--- config.mk ---
export PLATFORM = sky130hd
export DESIGN_NAME = space_vector_pwm_compare_gen
export DESIGN_NICKNAME = d
export VERILOG_FILES = /design/src/hdl/svpc_pkg.sv /design/src/hdl/space_vector_pwm_compare_gen.sv /design/src/hdl/svpc_mul.sv /design/src/hdl/svpc_core.sv
export SDC_FILE = /design/constraint.sdc
export NUM_CORES = 2
export LEC_CHECK = 0
export CORE_MARGIN = 2
export CORE_UTILIZATION = 45
export DETAILED_ROUTE_END_ITERATION = 16
export DONT_BUFFER_PORTS = 1
export GPL_TIMING_DRIVEN = 0
export HOLD_SLACK_MARGIN = 0.15
export PLACE_DENSITY = 0.71
export RECOVER_POWER = 25
export SYNTH_ARGS = -nofsm -noshare
export SYNTH_HDL_FRONTEND = slang
export SYNTH_SLANG_ARGS = --single-unit
--- constraint.sdc ---
create_clock -name clock -period 9.7 [get_ports clock]
set_input_delay 0.97 -clock clock [delete_from_list [all_inputs] [get_ports clock]]
set_output_delay 0.97 -clock clock [all_outputs]
set_load 0.01 [all_outputs]
--- src/hdl/svpc_pkg.sv ---
`timescale 1ns / 1ps
package svpc_pkg;

   localparam int unsigned SECTOR_SPAN_DEF = 10922;
   localparam logic [15:0] PERIOD_RESET    = 16'd3125;

   // radians per angle unit in Q46 is 2^32 + RAD_PER_UNIT_LO
   localparam logic [31:0] RAD_PER_UNIT_LO  = 32'd2451551557;
   localparam logic [31:0] TWO_BY_SQRT3_Q16 = 32'd75675;
   localparam logic [30:0] Q30_ONE          = 31'h4000_0000;

   // exact reciprocals for 31-bit dividends: q = (v * RECIP) >> shift
   localparam logic [31:0] RECIP_72 = 32'd3817748708;  // shift 38
   localparam logic [31:0] RECIP_42 = 32'd3272356036;  // shift 37
   localparam logic [31:0] RECIP_20 = 32'd3435973837;  // shift 36
   localparam logic [31:0] RECIP_6  = 32'd2863311531;  // shift 34

   localparam logic [2:0] SECTOR_LAST = 3'd5;

   typedef enum logic [2:0] {
      ST_IDLE,
      ST_SECT,
      ST_ISSUE,
      ST_WB,
      ST_ADJ,
      ST_DONE
   } state_type;

   typedef enum logic [3:0] {
      OP_RAD,
      OP_SQR,
      OP_D72,
      OP_H42,
      OP_D42,
      OP_H20,
      OP_D20,
      OP_H6,
      OP_D6,
      OP_SIN,
      OP_SCALE,
      OP_AMPPER,
      OP_TA,
      OP_TB
   } op_type;

   typedef struct packed {
      logic [15:0] compare_a;
      logic [15:0] compare_b;
      logic [15:0] compare_c;
      logic [2:0]  sector;
      logic [13:0] sector_angle;
   } result_type;

endpackage

--- src/hdl/space_vector_pwm_compare_gen.sv ---
`timescale 1ns / 1ps
// Flow: once a transaction is accepted, the sector is found by repeated subtraction,
// 25 products pass through the shared 32x32 multiplier, then the timing and compare
// logic run; rsp_valid rises when the result is written to the output register.
// A new transaction is taken only once the core is idle again; a finished result may wait
// in the output register while the next transaction is taken.
// Reset clears the phase accumulator, loads pwm_period with 3125, drops rsp_valid.
module space_vector_pwm_compare_gen #(
   parameter int unsigned SECTOR_SPAN = svpc_pkg::SECTOR_SPAN_DEF
) (
   input  logic        clock,
   input  logic        reset,
   input  logic        req_valid,
   output logic        req_stall,
   input  logic [31:0] req_angle_step,
   input  logic [13:0] req_amplitude,
   output logic        rsp_valid,
   input  logic        rsp_stall,
   output logic [15:0] rsp_compare_a,
   output logic [15:0] rsp_compare_b,
   output logic [15:0] rsp_compare_c,
   output logic [2:0]  rsp_sector,
   output logic [13:0] rsp_sector_angle,
   input  logic        csr_psel,
   input  logic        csr_penable,
   input  logic        csr_pwrite,
   input  logic [2:0]  csr_paddr,
   input  logic [31:0] csr_pwdata,
   output logic [31:0] csr_prdata,
   output logic        csr_pready
);
   import svpc_pkg::*;

   logic [31:0] acc_ff, acc_in;
   logic [15:0] period_ff, period_in;
   logic        start;
   logic        idle;
   logic        reg_sel;
   result_type  rsp_data;

   assign start   = req_valid && idle;
   assign acc_in  = start ? (acc_ff + req_angle_step) : acc_ff;
   assign reg_sel = (csr_paddr[2] == 1'b0);

   always_comb begin
      period_in = period_ff;
      if (csr_psel && csr_penable && csr_pwrite && reg_sel) begin
         period_in = csr_pwdata[15:0];
      end
   end

   always_ff @(posedge clock) begin
      if (reset) begin
         acc_ff    <= 32'd0;
         period_ff <= PERIOD_RESET;
      end else begin
         acc_ff    <= acc_in;
         period_ff <= period_in;
      end
   end

   assign csr_pready = 1'b1;
   assign csr_prdata = reg_sel ? {16'd0, period_ff} : 32'd0;

   svpc_core #(
      .SECTOR_SPAN (SECTOR_SPAN)
   ) u_core (
      .clock     (clock),
      .reset     (reset),
      .start     (start),
      .angle     (acc_in[31:16]),
      .amplitude (req_amplitude),
      .period    (period_ff),
      .rsp_stall (rsp_stall),
      .idle      (idle),
      .rsp_valid (rsp_valid),
      .rsp_data  (rsp_data)
   );

   assign req_stall        = !idle;
   assign rsp_compare_a    = rsp_data.compare_a;
   assign rsp_compare_b    = rsp_data.compare_b;
   assign rsp_compare_c    = rsp_data.compare_c;
   assign rsp_sector       = rsp_data.sector;
   assign rsp_sector_angle = rsp_data.sector_angle;

   a_sector_range: assert property (@(posedge clock) disable iff (reset)
      rsp_valid |-> (rsp_sector <= SECTOR_LAST &&
                     {2'd0, rsp_sector_angle} < 16'(SECTOR_SPAN)))
      else $error("sector or sector angle out of range");

   a_busy_after_accept: assert property (@(posedge clock) disable iff (reset)
      (req_valid && !req_stall) |=> req_stall)
      else $error("ready again right after a transaction was accepted");

   a_result_from_work: assert property (@(posedge clock) disable iff (reset)
      $rose(rsp_valid) |-> $past(req_stall))
      else $error("result appeared without a transaction in progress");

endmodule

--- src/hdl/svpc_mul.sv ---
`timescale 1ns / 1ps
module svpc_mul (
   input  logic        clock,
   input  logic [31:0] mul_a,
   input  logic [31:0] mul_b,
   output logic [63:0] prod_ff
);

   logic [63:0] prod_in;

   assign prod_in = {32'd0, mul_a} * {32'd0, mul_b};

   always_ff @(posedge clock) begin
      prod_ff <= prod_in;
   end

endmodule

--- src/hdl/svpc_core.sv ---
`timescale 1ns / 1ps
module svpc_core #(
   parameter int unsigned SECTOR_SPAN = svpc_pkg::SECTOR_SPAN_DEF
) (
   input  logic                 clock,
   input  logic                 reset,
   input  logic                 start,
   input  logic [15:0]          angle,
   input  logic [13:0]          amplitude,
   input  logic [15:0]          period,
   input  logic                 rsp_stall,
   output logic                 idle,
   output logic                 rsp_valid,
   output svpc_pkg::result_type rsp_data
);
   import svpc_pkg::*;

   localparam logic [15:0] SPAN16 = 16'(SECTOR_SPAN);
   localparam logic [13:0] SPAN14 = 14'(SECTOR_SPAN);

   state_type   state_ff, state_in;
   op_type      op_ff, op_in;
   logic        pass_ff, pass_in;
   logic [2:0]  sec_ff, sec_in;
   logic [15:0] rem_ff, rem_in;
   logic [13:0] sa_ff, sa_in;
   logic [13:0] amp_ff, amp_in;
   logic [30:0] r_ff, r_in;
   logic [30:0] r2_ff, r2_in;
   logic [30:0] work_ff, work_in;
   logic [14:0] sn_ff, sn_in;
   logic [31:0] scale_a_ff, scale_a_in;
   logic [31:0] scale_b_ff, scale_b_in;
   logic [29:0] ap_ff, ap_in;
   logic [15:0] ta_ff, ta_in;
   logic [15:0] tb_ff, tb_in;
   logic        out_valid_ff, out_valid_in;
   result_type  out_ff, out_in;

   logic [31:0] mul_a, mul_b;
   logic [63:0] prod_ff;
   logic [13:0] x_val;
   logic        out_free;
   logic        sect_more;
   logic [46:0] rad_sum;
   logic [32:0] sin_rnd;
   logic [17:0] sin_q;
   logic [17:0] time_q;
   logic [15:0] time_sat;
   logic [16:0] tab_sum;
   logic [15:0] t0_val;
   logic [16:0] t0_ta, t0_tb, p_t0;

   function automatic logic [15:0] sat_to(input logic [16:0] v, input logic [15:0] p);
      sat_to = (v > {1'b0, p}) ? p : v[15:0];
   endfunction

   svpc_mul u_mul (
      .clock   (clock),
      .mul_a   (mul_a),
      .mul_b   (mul_b),
      .prod_ff (prod_ff)
   );

   assign x_val     = pass_ff ? sa_ff : (SPAN14 - sa_ff);
   assign out_free  = !out_valid_ff || !rsp_stall;
   assign sect_more = (rem_ff >= SPAN16) && (sec_ff != SECTOR_LAST);

   // next state
   always_comb begin
      state_in = state_ff;
      op_in    = op_ff;
      pass_in  = pass_ff;
      case (state_ff)
         ST_IDLE: begin
            if (start) begin
               state_in = ST_SECT;
            end
         end
         ST_SECT: begin
            if (!sect_more) begin
               state_in = ST_ISSUE;
               op_in    = OP_RAD;
               pass_in  = 1'b0;
            end
         end
         ST_ISSUE: begin
            state_in = ST_WB;
         end
         ST_WB: begin
            state_in = ST_ISSUE;
            case (op_ff)
               OP_RAD:    op_in = OP_SQR;
               OP_SQR:    op_in = OP_D72;
               OP_D72:    op_in = OP_H42;
               OP_H42:    op_in = OP_D42;
               OP_D42:    op_in = OP_H20;
               OP_H20:    op_in = OP_D20;
               OP_D20:    op_in = OP_H6;
               OP_H6:     op_in = OP_D6;
               OP_D6:     op_in = OP_SIN;
               OP_SIN:    op_in = OP_SCALE;
               OP_SCALE: begin
                  if (pass_ff) begin
                     op_in = OP_AMPPER;
                  end else begin
                     op_in   = OP_RAD;
                     pass_in = 1'b1;
                  end
               end
               OP_AMPPER: op_in = OP_TA;
               OP_TA:     op_in = OP_TB;
               OP_TB:     state_in = ST_ADJ;
               default:   state_in = ST_IDLE;
            endcase
         end
         ST_ADJ: begin
            state_in = ST_DONE;
         end
         ST_DONE: begin
            if (out_free) begin
               state_in = ST_IDLE;
            end
         end
         default: begin
            state_in = ST_IDLE;
         end
      endcase
   end

   // outputs: handshake and multiplier operands
   always_comb begin
      idle  = (state_ff == ST_IDLE);
      mul_a = 32'd0;
      mul_b = 32'd0;
      case (op_ff)
         OP_RAD: begin
            mul_a = {18'd0, x_val};
            mul_b = RAD_PER_UNIT_LO;
         end
         OP_SQR: begin
            mul_a = {1'b0, r_ff};
            mul_b = {1'b0, r_ff};
         end
         OP_D72: begin
            mul_a = {1'b0, r2_ff};
            mul_b = RECIP_72;
         end
         OP_H42, OP_H20, OP_H6: begin
            mul_a = {1'b0, r2_ff};
            mul_b = {1'b0, work_ff};
         end
         OP_D42: begin
            mul_a = {1'b0, work_ff};
            mul_b = RECIP_42;
         end
         OP_D20: begin
            mul_a = {1'b0, work_ff};
            mul_b = RECIP_20;
         end
         OP_D6: begin
            mul_a = {1'b0, work_ff};
            mul_b = RECIP_6;
         end
         OP_SIN: begin
            mul_a = {1'b0, r_ff};
            mul_b = {1'b0, work_ff};
         end
         OP_SCALE: begin
            mul_a = {17'd0, sn_ff};
            mul_b = TWO_BY_SQRT3_Q16;
         end
         OP_AMPPER: begin
            mul_a = {18'd0, amp_ff};
            mul_b = {16'd0, period};
         end
         OP_TA: begin
            mul_a = scale_a_ff;
            mul_b = {2'd0, ap_ff};
         end
         OP_TB: begin
            mul_a = scale_b_ff;
            mul_b = {2'd0, ap_ff};
         end
         default: begin
            mul_a = 32'd0;
            mul_b = 32'd0;
         end
      endcase
   end

   // datapath
   always_comb begin
      sec_in       = sec_ff;
      rem_in       = rem_ff;
      sa_in        = sa_ff;
      amp_in       = amp_ff;
      r_in         = r_ff;
      r2_in        = r2_ff;
      work_in      = work_ff;
      sn_in        = sn_ff;
      scale_a_in   = scale_a_ff;
      scale_b_in   = scale_b_ff;
      ap_in        = ap_ff;
      ta_in        = ta_ff;
      tb_in        = tb_ff;
      out_in       = out_ff;
      out_valid_in = out_valid_ff && rsp_stall;

      rad_sum  = {1'b0, prod_ff[45:0]} + {1'b0, x_val, 32'd0};
      sin_rnd  = {1'b0, prod_ff[61:30]} + 33'h0_0000_4000;
      sin_q    = sin_rnd[32:15];
      time_q   = prod_ff[61:44];
      time_sat = (time_q > {2'd0, period}) ? period : time_q[15:0];
      tab_sum  = {1'b0, ta_ff} + {1'b0, tb_ff};
      t0_val   = (period - ta_ff - tb_ff) >> 1;
      t0_ta    = {1'b0, t0_val} + {1'b0, ta_ff};
      t0_tb    = {1'b0, t0_val} + {1'b0, tb_ff};
      p_t0     = {1'b0, period - t0_val};

      case (state_ff)
         ST_IDLE: begin
            if (start) begin
               rem_in = angle;
               sec_in = 3'd0;
               amp_in = amplitude;
            end
         end
         ST_SECT: begin
            if (sect_more) begin
               rem_in = rem_ff - SPAN16;
               sec_in = sec_ff + 3'd1;
            end else if (rem_ff >= SPAN16) begin
               // angle beyond the last full sector: pin to its end
               sa_in = SPAN14 - 14'd1;
            end else begin
               sa_in = rem_ff[13:0];
            end
         end
         ST_WB: begin
            case (op_ff)
               OP_RAD:  r_in    = rad_sum[46:16];
               OP_SQR:  r2_in   = prod_ff[60:30];
               OP_D72:  work_in = Q30_ONE - {5'd0, prod_ff[63:38]};
               OP_D42:  work_in = Q30_ONE - {4'd0, prod_ff[63:37]};
               OP_D20:  work_in = Q30_ONE - {3'd0, prod_ff[63:36]};
               OP_D6:   work_in = Q30_ONE - {1'b0, prod_ff[63:34]};
               OP_H42, OP_H20, OP_H6: begin
                  work_in = prod_ff[60:30];
               end
               OP_SIN:  sn_in = (sin_q > 18'd32767) ? 15'h7FFF : sin_q[14:0];
               OP_SCALE: begin
                  if (pass_ff) begin
                     scale_b_in = prod_ff[31:0];
                  end else begin
                     scale_a_in = prod_ff[31:0];
                  end
               end
               OP_AMPPER: ap_in = prod_ff[29:0];
               OP_TA:     ta_in = time_sat;
               OP_TB:     tb_in = time_sat;
               default: begin
                  r_in = r_ff;
               end
            endcase
         end
         ST_ADJ: begin
            // cut the smaller active time (or set both to half on a tie) so the pair fits the period
            if (tab_sum > {1'b0, period}) begin
               if (ta_ff > tb_ff) begin
                  tb_in = period - ta_ff;
               end else if (tb_ff > ta_ff) begin
                  ta_in = period - tb_ff;
               end else begin
                  ta_in = period >> 1;
                  tb_in = period >> 1;
               end
            end
         end
         ST_DONE: begin
            if (out_free) begin
               out_valid_in        = 1'b1;
               out_in.sector       = sec_ff;
               out_in.sector_angle = sa_ff;
               case (sec_ff)
                  3'd0: begin
                     out_in.compare_a = sat_to({1'b0, t0_val}, period);
                     out_in.compare_b = sat_to(t0_ta, period);
                     out_in.compare_c = sat_to(p_t0, period);
                  end
                  3'd1: begin
                     out_in.compare_a = sat_to(t0_tb, period);
                     out_in.compare_b = sat_to({1'b0, t0_val}, period);
                     out_in.compare_c = sat_to(p_t0, period);
                  end
                  3'd2: begin
                     out_in.compare_a = sat_to(p_t0, period);
                     out_in.compare_b = sat_to({1'b0, t0_val}, period);
                     out_in.compare_c = sat_to(t0_ta, period);
                  end
                  3'd3: begin
                     out_in.compare_a = sat_to(p_t0, period);
                     out_in.compare_b = sat_to(t0_tb, period);
                     out_in.compare_c = sat_to({1'b0, t0_val}, period);
                  end
                  3'd4: begin
                     out_in.compare_a = sat_to(t0_ta, period);
                     out_in.compare_b = sat_to(p_t0, period);
                     out_in.compare_c = sat_to({1'b0, t0_val}, period);
                  end
                  default: begin
                     out_in.compare_a = sat_to({1'b0, t0_val}, period);
                     out_in.compare_b = sat_to(p_t0, period);
                     out_in.compare_c = sat_to(t0_tb, period);
                  end
               endcase
            end
         end
         default: begin
            sec_in = sec_ff;
         end
      endcase
   end

   always_ff @(posedge clock) begin
      if (reset) begin
         state_ff     <= ST_IDLE;
         op_ff        <= OP_RAD;
         pass_ff      <= 1'b0;
         out_valid_ff <= 1'b0;
      end else begin
         state_ff     <= state_in;
         op_ff        <= op_in;
         pass_ff      <= pass_in;
         out_valid_ff <= out_valid_in;
      end
   end

   always_ff @(posedge clock) begin
      sec_ff     <= sec_in;
      rem_ff     <= rem_in;
      sa_ff      <= sa_in;
      amp_ff     <= amp_in;
      r_ff       <= r_in;
      r2_ff      <= r2_in;
      work_ff    <= work_in;
      sn_ff      <= sn_in;
      scale_a_ff <= scale_a_in;
      scale_b_ff <= scale_b_in;
      ap_ff      <= ap_in;
      ta_ff      <= ta_in;
      tb_ff      <= tb_in;
      out_ff     <= out_in;
   end

   assign rsp_valid = out_valid_ff;
   assign rsp_data  = out_ff;

endmodule

Word-level counts from Yosys, hierarchy flattened
Cells that the tools add are included.
{"block": "word_totals", "reg_bits": 467, "latchBits": 0, "ram_bits": 0, "romBits": 0, "inputBits": 88, "out_inout_bits": 100, "word_cells": 173, "memories": 0}
{"block": "classes", "n_addsub": 17, "mul": 1, "div": 0, "magnitude_cmp": 10, "eq_ne": 34, "shift": 0, "mux": 42, "bitwise_logic": 3, "reduce_logical": 40}
{"operator": "one-hot mux 32 bit (10 select lines)", "n": 1}
{"operator": "two-way mux 16 bit", "n": 16}
{"operator": "one-hot mux 32 bit (8 select lines)", "n": 1}
{"operator": "one-hot mux 48 bit (5 select lines)", "n": 1}
{"operator": "one-hot mux 31 bit (5 select lines)", "n": 1}
{"operator": "one-hot mux 16 bit (2 select lines)", "n": 3}
{"operator": "multiplier 32 x 32 -> 64 bit", "n": 1}
{"operator": "one-hot mux 4 bit (13 select lines)", "n": 1}
{"operator": "> comparator 17 x 16 -> 1 bit", "n": 3}
{"operator": "> comparator 16 bit", "n": 3}
{"operator": "subtractor 16 bit", "n": 3}
{"operator": "adder 46 x 46 -> 47 bit", "n": 1}
{"operator": "adder 15 x 16 -> 17 bit", "n": 2}
{"operator": "adder 32 x 15 -> 33 bit, second input constant", "n": 1}
{"operator": "adder 32 bit", "n": 1}
{"operator": "two-way mux 32 bit", "n": 1}
{"operator": "subtractor 31 x 26 -> 31 bit, first input constant", "n": 1}
{"operator": "subtractor 31 x 27 -> 31 bit, first input constant", "n": 1}
{"operator": "subtractor 31 x 28 -> 31 bit, first input constant", "n": 1}
{"operator": "subtractor 31 x 30 -> 31 bit, first input constant", "n": 1}
{"operator": "equality test 4 bit, second input constant", "n": 6}
{"operator": "> comparator 18 x 15 -> 1 bit, second input constant", "n": 1}
{"operator": "> comparator 18 x 16 -> 1 bit", "n": 1}
{"operator": "one-hot mux 3 bit (6 select lines)", "n": 1}
{"operator": "40 further kinds", "n": 94}

Longest topological paths before layout
{"block": "depth", "word_depth": 6, "depth_mapped": 41, "depth_no_buf": 37}

By module
A second synthesis with hierarchy kept.
{"block": "unflattened", "cells_unflattened": 6916, "area_unflattened_um2": 64058.9}
{"mod": "svpc_mul", "instances": 1, "cells_per_inst": 3771, "area_per_inst_um2": 34543.1, "seq_area_each_um2": 1281.2}
{"mod": "svpc_core", "instances": 1, "cells_per_inst": 2655, "area_per_inst_um2": 25853.5, "seq_area_each_um2": 10570.1}
{"mod": "space_vector_pwm_compare_gen", "instances": 1, "cells_per_inst": 490, "area_per_inst_um2": 3662.3, "seq_area_each_um2": 960.9}

Worst setup path before layout
No wires, ideal clock.
{"block": "synth_timing", "path_kind": "flip-flop to flip-flop", "from": "register u_core.op_ff[1]", "to": "register u_core.u_mul.prod_ff[47]", "setup_time_ns": 0.120, "arrival_time_ns": 9.389, "t_required_ns": 9.580, "path_slack_ns": 0.191, "stages_incl_launch_ff": 38, "path_buffers": 6, "period_less_slack_ns": 9.509, "cell_sequence": "dfxtp_1 > buf_2 > buf_2 > inv_1 > nand2_1 > buf_2 > nor2_1 > clkbuf_1 > a222oi_1 > nand2_1 > a221oi_1 > clkbuf_1 > nor2_1 > fa_1 > fa_1 > fa_1 > inv_1 > fa_1 > (+2 left out) > fa_1 > inv_1 > fa_1 > fa_1 > inv_1 > ha_1 > clkbuf_1 > a21o_1 > a21o_1 > a21oi_1 > o21ai_0 > a21oi_1 > o221a_2 > or3b_2 > a31o_2 > o21bai_1 > a21oi_1 > xnor2_1"}
{"block": "synth_via", "elab_chain_cells": 4, "word_cells_on_any_way": 22, "classes_between": "mul (1); eq/ne (13); mux (2); reduce/logical (6)"}
{"element": "start, declared", "line": "svpc_core.sv:22", "text": "op_type op_ff, op_in;"}
{"element": "start signal, assigned", "line": "svpc_core.sv:333", "text": "op_ff <= op_in;"}
{"element": "equality test 4 x 2 -> 1 bit, or another cell as far along", "line": "svpc_core.sv:136", "text": "case (op_ff)"}
{"element": "OR reduction 4 bit (no source line), or another cell as far along"}
{"element": "one-hot mux 32 bit (10 select lines) / one-hot mux 32 bit (8 select lines) (equally long branches)", "line": "svpc_core.sv:136"}
{"element": "multiplier 32 x 32 -> 64 bit *", "line": "svpc_mul.sv:11", "text": "assign prod_in = {32'd0, mul_a} * {32'd0, mul_b};"}
{"element": "via u_core.u_mul.prod_in[47]", "line": "svpc_mul.sv:9", "text": "logic [63:0] prod_in;"}
{"element": "end signal, assigned", "line": "svpc_mul.sv:14", "text": "prod_ff <= prod_in;"}
{"element": "end, declared", "line": "svpc_mul.sv:6", "text": "output logic [63:0] prod_ff"}
Mark *: on every way through the listed nets, which the timed path passes. The rest lies on a longest branch.
A chain may end at the register's enable or synchronous reset.

Worst setup path in the final report
{"block": "layout_timing", "from": "register u_core.op_ff[2]", "to": "register u_core.u_mul.prod_ff[62]"}
Same word-level chain as after synthesis.

==> impl_summary.log <==
INFO  metric fin_crit = 9.94 ns
INFO  metric core_area = 138000 sq um
INFO  metric cts_hold_buf = 0
INFO  metric synth.avg_cell_area = 9.08 sq um
INFO  metric setup_repair_after_global_routing_missed_its_margin = yes
INFO  metric finalInstanceArea = 71400 sq um
INFO  metric final.period_utilization = 1.02
INFO  metric drt-total-wl = 292000 um
INFO  metric grt_pass1_vias = 54000
INFO  metric wire_length_of_the_first_global_routing_pass = 404000 um
INFO  metric post_dp_cell_area = 66100 sq um
INFO  metric synth.distinct_cells = 87
INFO  metric syn-cell-area = 62700 sq um
INFO  metric sequential_cell_area = 12800 sq um
INFO  metric failed_checks = max-capacitance violations, max-slew violations, negative setup slack
INFO  metric die_w = 377 um
INFO  metric synthArstFlopShare = 0
INFO  metric yosys.area.top_type_share = 0.289
INFO  metric crit_path_max_incr_delay = 0.57 ns
INFO  metric hold_violations = 0
INFO  metric synth.yosys.seq_area_share = 0.204
INFO  metric worstPathArrival = 10.49 ns
INFO  metric dr.first_iter.drc_count = 7374
INFO  metric yosys.area.top_type = sky130_fd_sc_hd__fa_1
INFO  metric required_time_reported_for_the_critical_path_endpoint = 10.26 ns
INFO  metric critical_path_fanouts_max = 10
INFO  metric dp_hpwl = 235000 um
INFO  metric ys_dominant_reg_cell = sky130_fd_sc_hd__edfxtp_1
INFO  metric final.setup.worst_slack = -0.239 ns
INFO  metric grt_max_degree = 32
INFO  metric final-max-slew-violation-count = 13
INFO  metric die_height = 377 um
INFO  metric ant_nets = 0
INFO  metric critical_path.endpoint_type = flop
INFO  metric cts-htree-levels = 2
INFO  metric dieArea = 142000 sq um
INFO  metric critical_path.slowest_cell = sky130_fd_sc_hd__fa_1
INFO  metric pin_count = 188
INFO  metric postSynthRegisterBits = 467
INFO  metric clock_sink_count = 467
INFO  metric path_class = flop to flop
INFO  metric clk-insertion-delay-late = 0.67 ns
INFO  metric clock-root-buffer = sky130_fd_sc_hd__clkbuf_16
INFO  metric timing.final.setup_violations = 12
INFO  metric firstDrtPassIters = 11
INFO  metric synth_cells = 6901
INFO  metric kind_of_start_point_of_the_critical_path = flop
INFO  metric layout-drive-gt1-share = 0.113
INFO  metric tightest_slew = 1.53 ns
INFO  metric gp_congestion = 1.06
INFO  metric instances_no_fill = 8979
INFO  metric slew_headroom = -0.0195
INFO  metric layout-area-overhead-vs-synth = 14.0%
INFO  metric placementRows = 136
INFO  metric clock-skew-final = 0.0498 ns
INFO  metric groute.usage.overall = 0.407
INFO  metric run_status = finished, violations left
INFO  metric number_of_synthesized_flops_with_an_enable_pin = 346
INFO  metric netlist_top_cells_area = sky130_fd_sc_hd__fa_1 (29%), sky130_fd_sc_hd__edfxtp_1 (17%), sky130_fd_sc_hd__ha_1 (10%), sky130_fd_sc_hd__inv_1 (6.8%), sky130_fd_sc_hd__nand2_1 (6.0%)
INFO  metric yosysWarnings = 0
INFO  metric max_cap_viol_count = 1
INFO  metric detail_route.wl_per_cell = 32.5 um
INFO  metric max-clock-path-buffers = 3
INFO  metric grt_antenna_before_repair = 20
INFO  metric detail_route.drc_violations = 0
INFO  metric critical-path-top-cell-by-count = sky130_fd_sc_hd__fa_1
INFO  metric multiInputGateArea = 46200 sq um
INFO  metric most_frequent_cell_after_synthesis = sky130_fd_sc_hd__inv_1
INFO  metric grt-ovfl-total = 0
INFO  metric floorplan.initialDensity = 0.455
INFO  metric buffer_ports.inserted = 0
INFO  metric dpl.cell_count = 8765
INFO  metric number_of_buffers_created_by_cts = 51
INFO  metric synthTopCellsByCount = sky130_fd_sc_hd__inv_1 (1128), sky130_fd_sc_hd__nand2_1 (1006), sky130_fd_sc_hd__fa_1 (905)
INFO  metric hold_path.class = input pin to flop
INFO  metric tritoncts = built
INFO  metric cts.reportedPaths.clkPinSlew = 0.07 ns
INFO  metric maxClockFrequency = 101 MHz
INFO  metric design.final.nets = 8637
INFO  metric dr_total_vias = 55600
INFO  metric via_per_inst = 6.19
INFO  metric number_of_fillers_in_the_final_layout = 12800
## critical path: cells and delay by family (launching register included)
kind | cells | cell delay, ns
flip-flops | 1 | 0.35
XOR/XNOR | 1 | 0.28
buffers and inverters | 11 | 1.62
AO/OA/AOI/OAI | 6 | 1.52
AND/OR/NAND/NOR | 7 | 1.53
adder cells (fa/ha/maj) | 9 | 4.48
## area by class of cell
cell class / count / area share
antenna: 15 / 0.000525
inverter: 1130 / 0.0597
timing repair buffer: 182 / 0.0258
buffer: 327 / 0.0316
clock buffer: 66 / 0.0196
sequential: 467 / 0.179
multi-input combinational: 4968 / 0.646
tap: 1794 / 0.0314
clock inverter: 30 / 0.00574
## path summary, 6_finish.rpt
kind,cells past startpoint,startpoint,to,slack [ns]
worst max-delay path,34,u_core.op_ff[2],u_core.u_mul.prod_ff[62],-0.24
worst max register to register,34,u_core.op_ff[2],u_core.u_mul.prod_ff[62],-0.24
worst min-delay path,0,req_amplitude[6],u_core.amp_ff[6],0.41
worst min register to register,2,acc_ff[5],acc_ff[5],0.46
## placed cells by master (no fill, tap or decap), types with 107 or more instances in the layout
master                     Yosys  layout
sky130_fd_sc_hd__nand2_1    1006     998
sky130_fd_sc_hd__o21ai_0     160     148
sky130_fd_sc_hd__nor2_1      629     606
sky130_fd_sc_hd__inv_1      1128    1104
sky130_fd_sc_hd__xnor2_1     178     166
sky130_fd_sc_hd__fa_1        905     883
sky130_fd_sc_hd__edfxtp_1    346     346
sky130_fd_sc_hd__ha_1        517     499
sky130_fd_sc_hd__buf_4        17     153
sky130_fd_sc_hd__a21oi_1     311     289
sky130_fd_sc_hd__dfxtp_1     121     116
sky130_fd_sc_hd__clkbuf_1    296     107
## registers in the layout, summed over array words and instances, names as in the netlist, 14 cells and up
signal / flops
u_core.rsp_data: 65
u_core.u_mul.prod_ff: 64
acc_ff: 32
u_core.scale_a_ff: 32
u_core.scale_b_ff: 32
u_core.r2_ff: 31
u_core.r_ff: 31
u_core.work_ff: 31
u_core.ap_ff: 30
period_ff: 16
u_core.rem_ff: 16
u_core.ta_ff: 16
u_core.tb_ff: 16
u_core.sn_ff: 15
u_core.amp_ff: 14
u_core.sa_ff: 14
## logic make-up after synthesis
group           Yosys count  share of synthesized area
other cells               2                   0.000120
mux                     101                     0.0165
flops                   467                      0.204
buf+inv                1483                     0.0901
fa+ha+maj              1422                      0.392
xor+xnor                248                     0.0349
simple gates           2030                      0.136
compound gates         1148                      0.125
## stage by stage
stage | TNS [ns] | setup WS [ns] | utilization | hold WS (ns)
final | -1.38 | -0.239 | 0.518 | 0.405
after global routing | -2.79 | -0.330 | 0.518 | 0.397
after CTS | -0.251 | -0.112 | 0.509 | 0.393
after detailed placement | -166.67 | -3.97 | 0.480 | 0.453
after global placement | -266.90 | -5.72 | 0.471 | 0.443
after floorplan | 0 | 0.191 | - | 0.406
## what timing repair did
item / CTS / global route
buffers inserted: 59 / 66
pin swaps: 40 / 113
endpoints found under the setup margin: 98 / 67
gates resized for setup: 589 / 201
gates cloned: 1 / 2
## per-layer routing
metal  global-route usage  part of all wire  vias to the layer above
met5                    0           0.00018                        -
met4                0.187             0.057                        6
met3                0.137              0.14                      702
met2                0.565              0.40                     3786
met1                0.570              0.40                    28100
li1                     -                 -                    23000
Power is left out: the tool's default activity adds up to more than one toggle a clock period on the data nets, which glitch-free logic cannot reach.
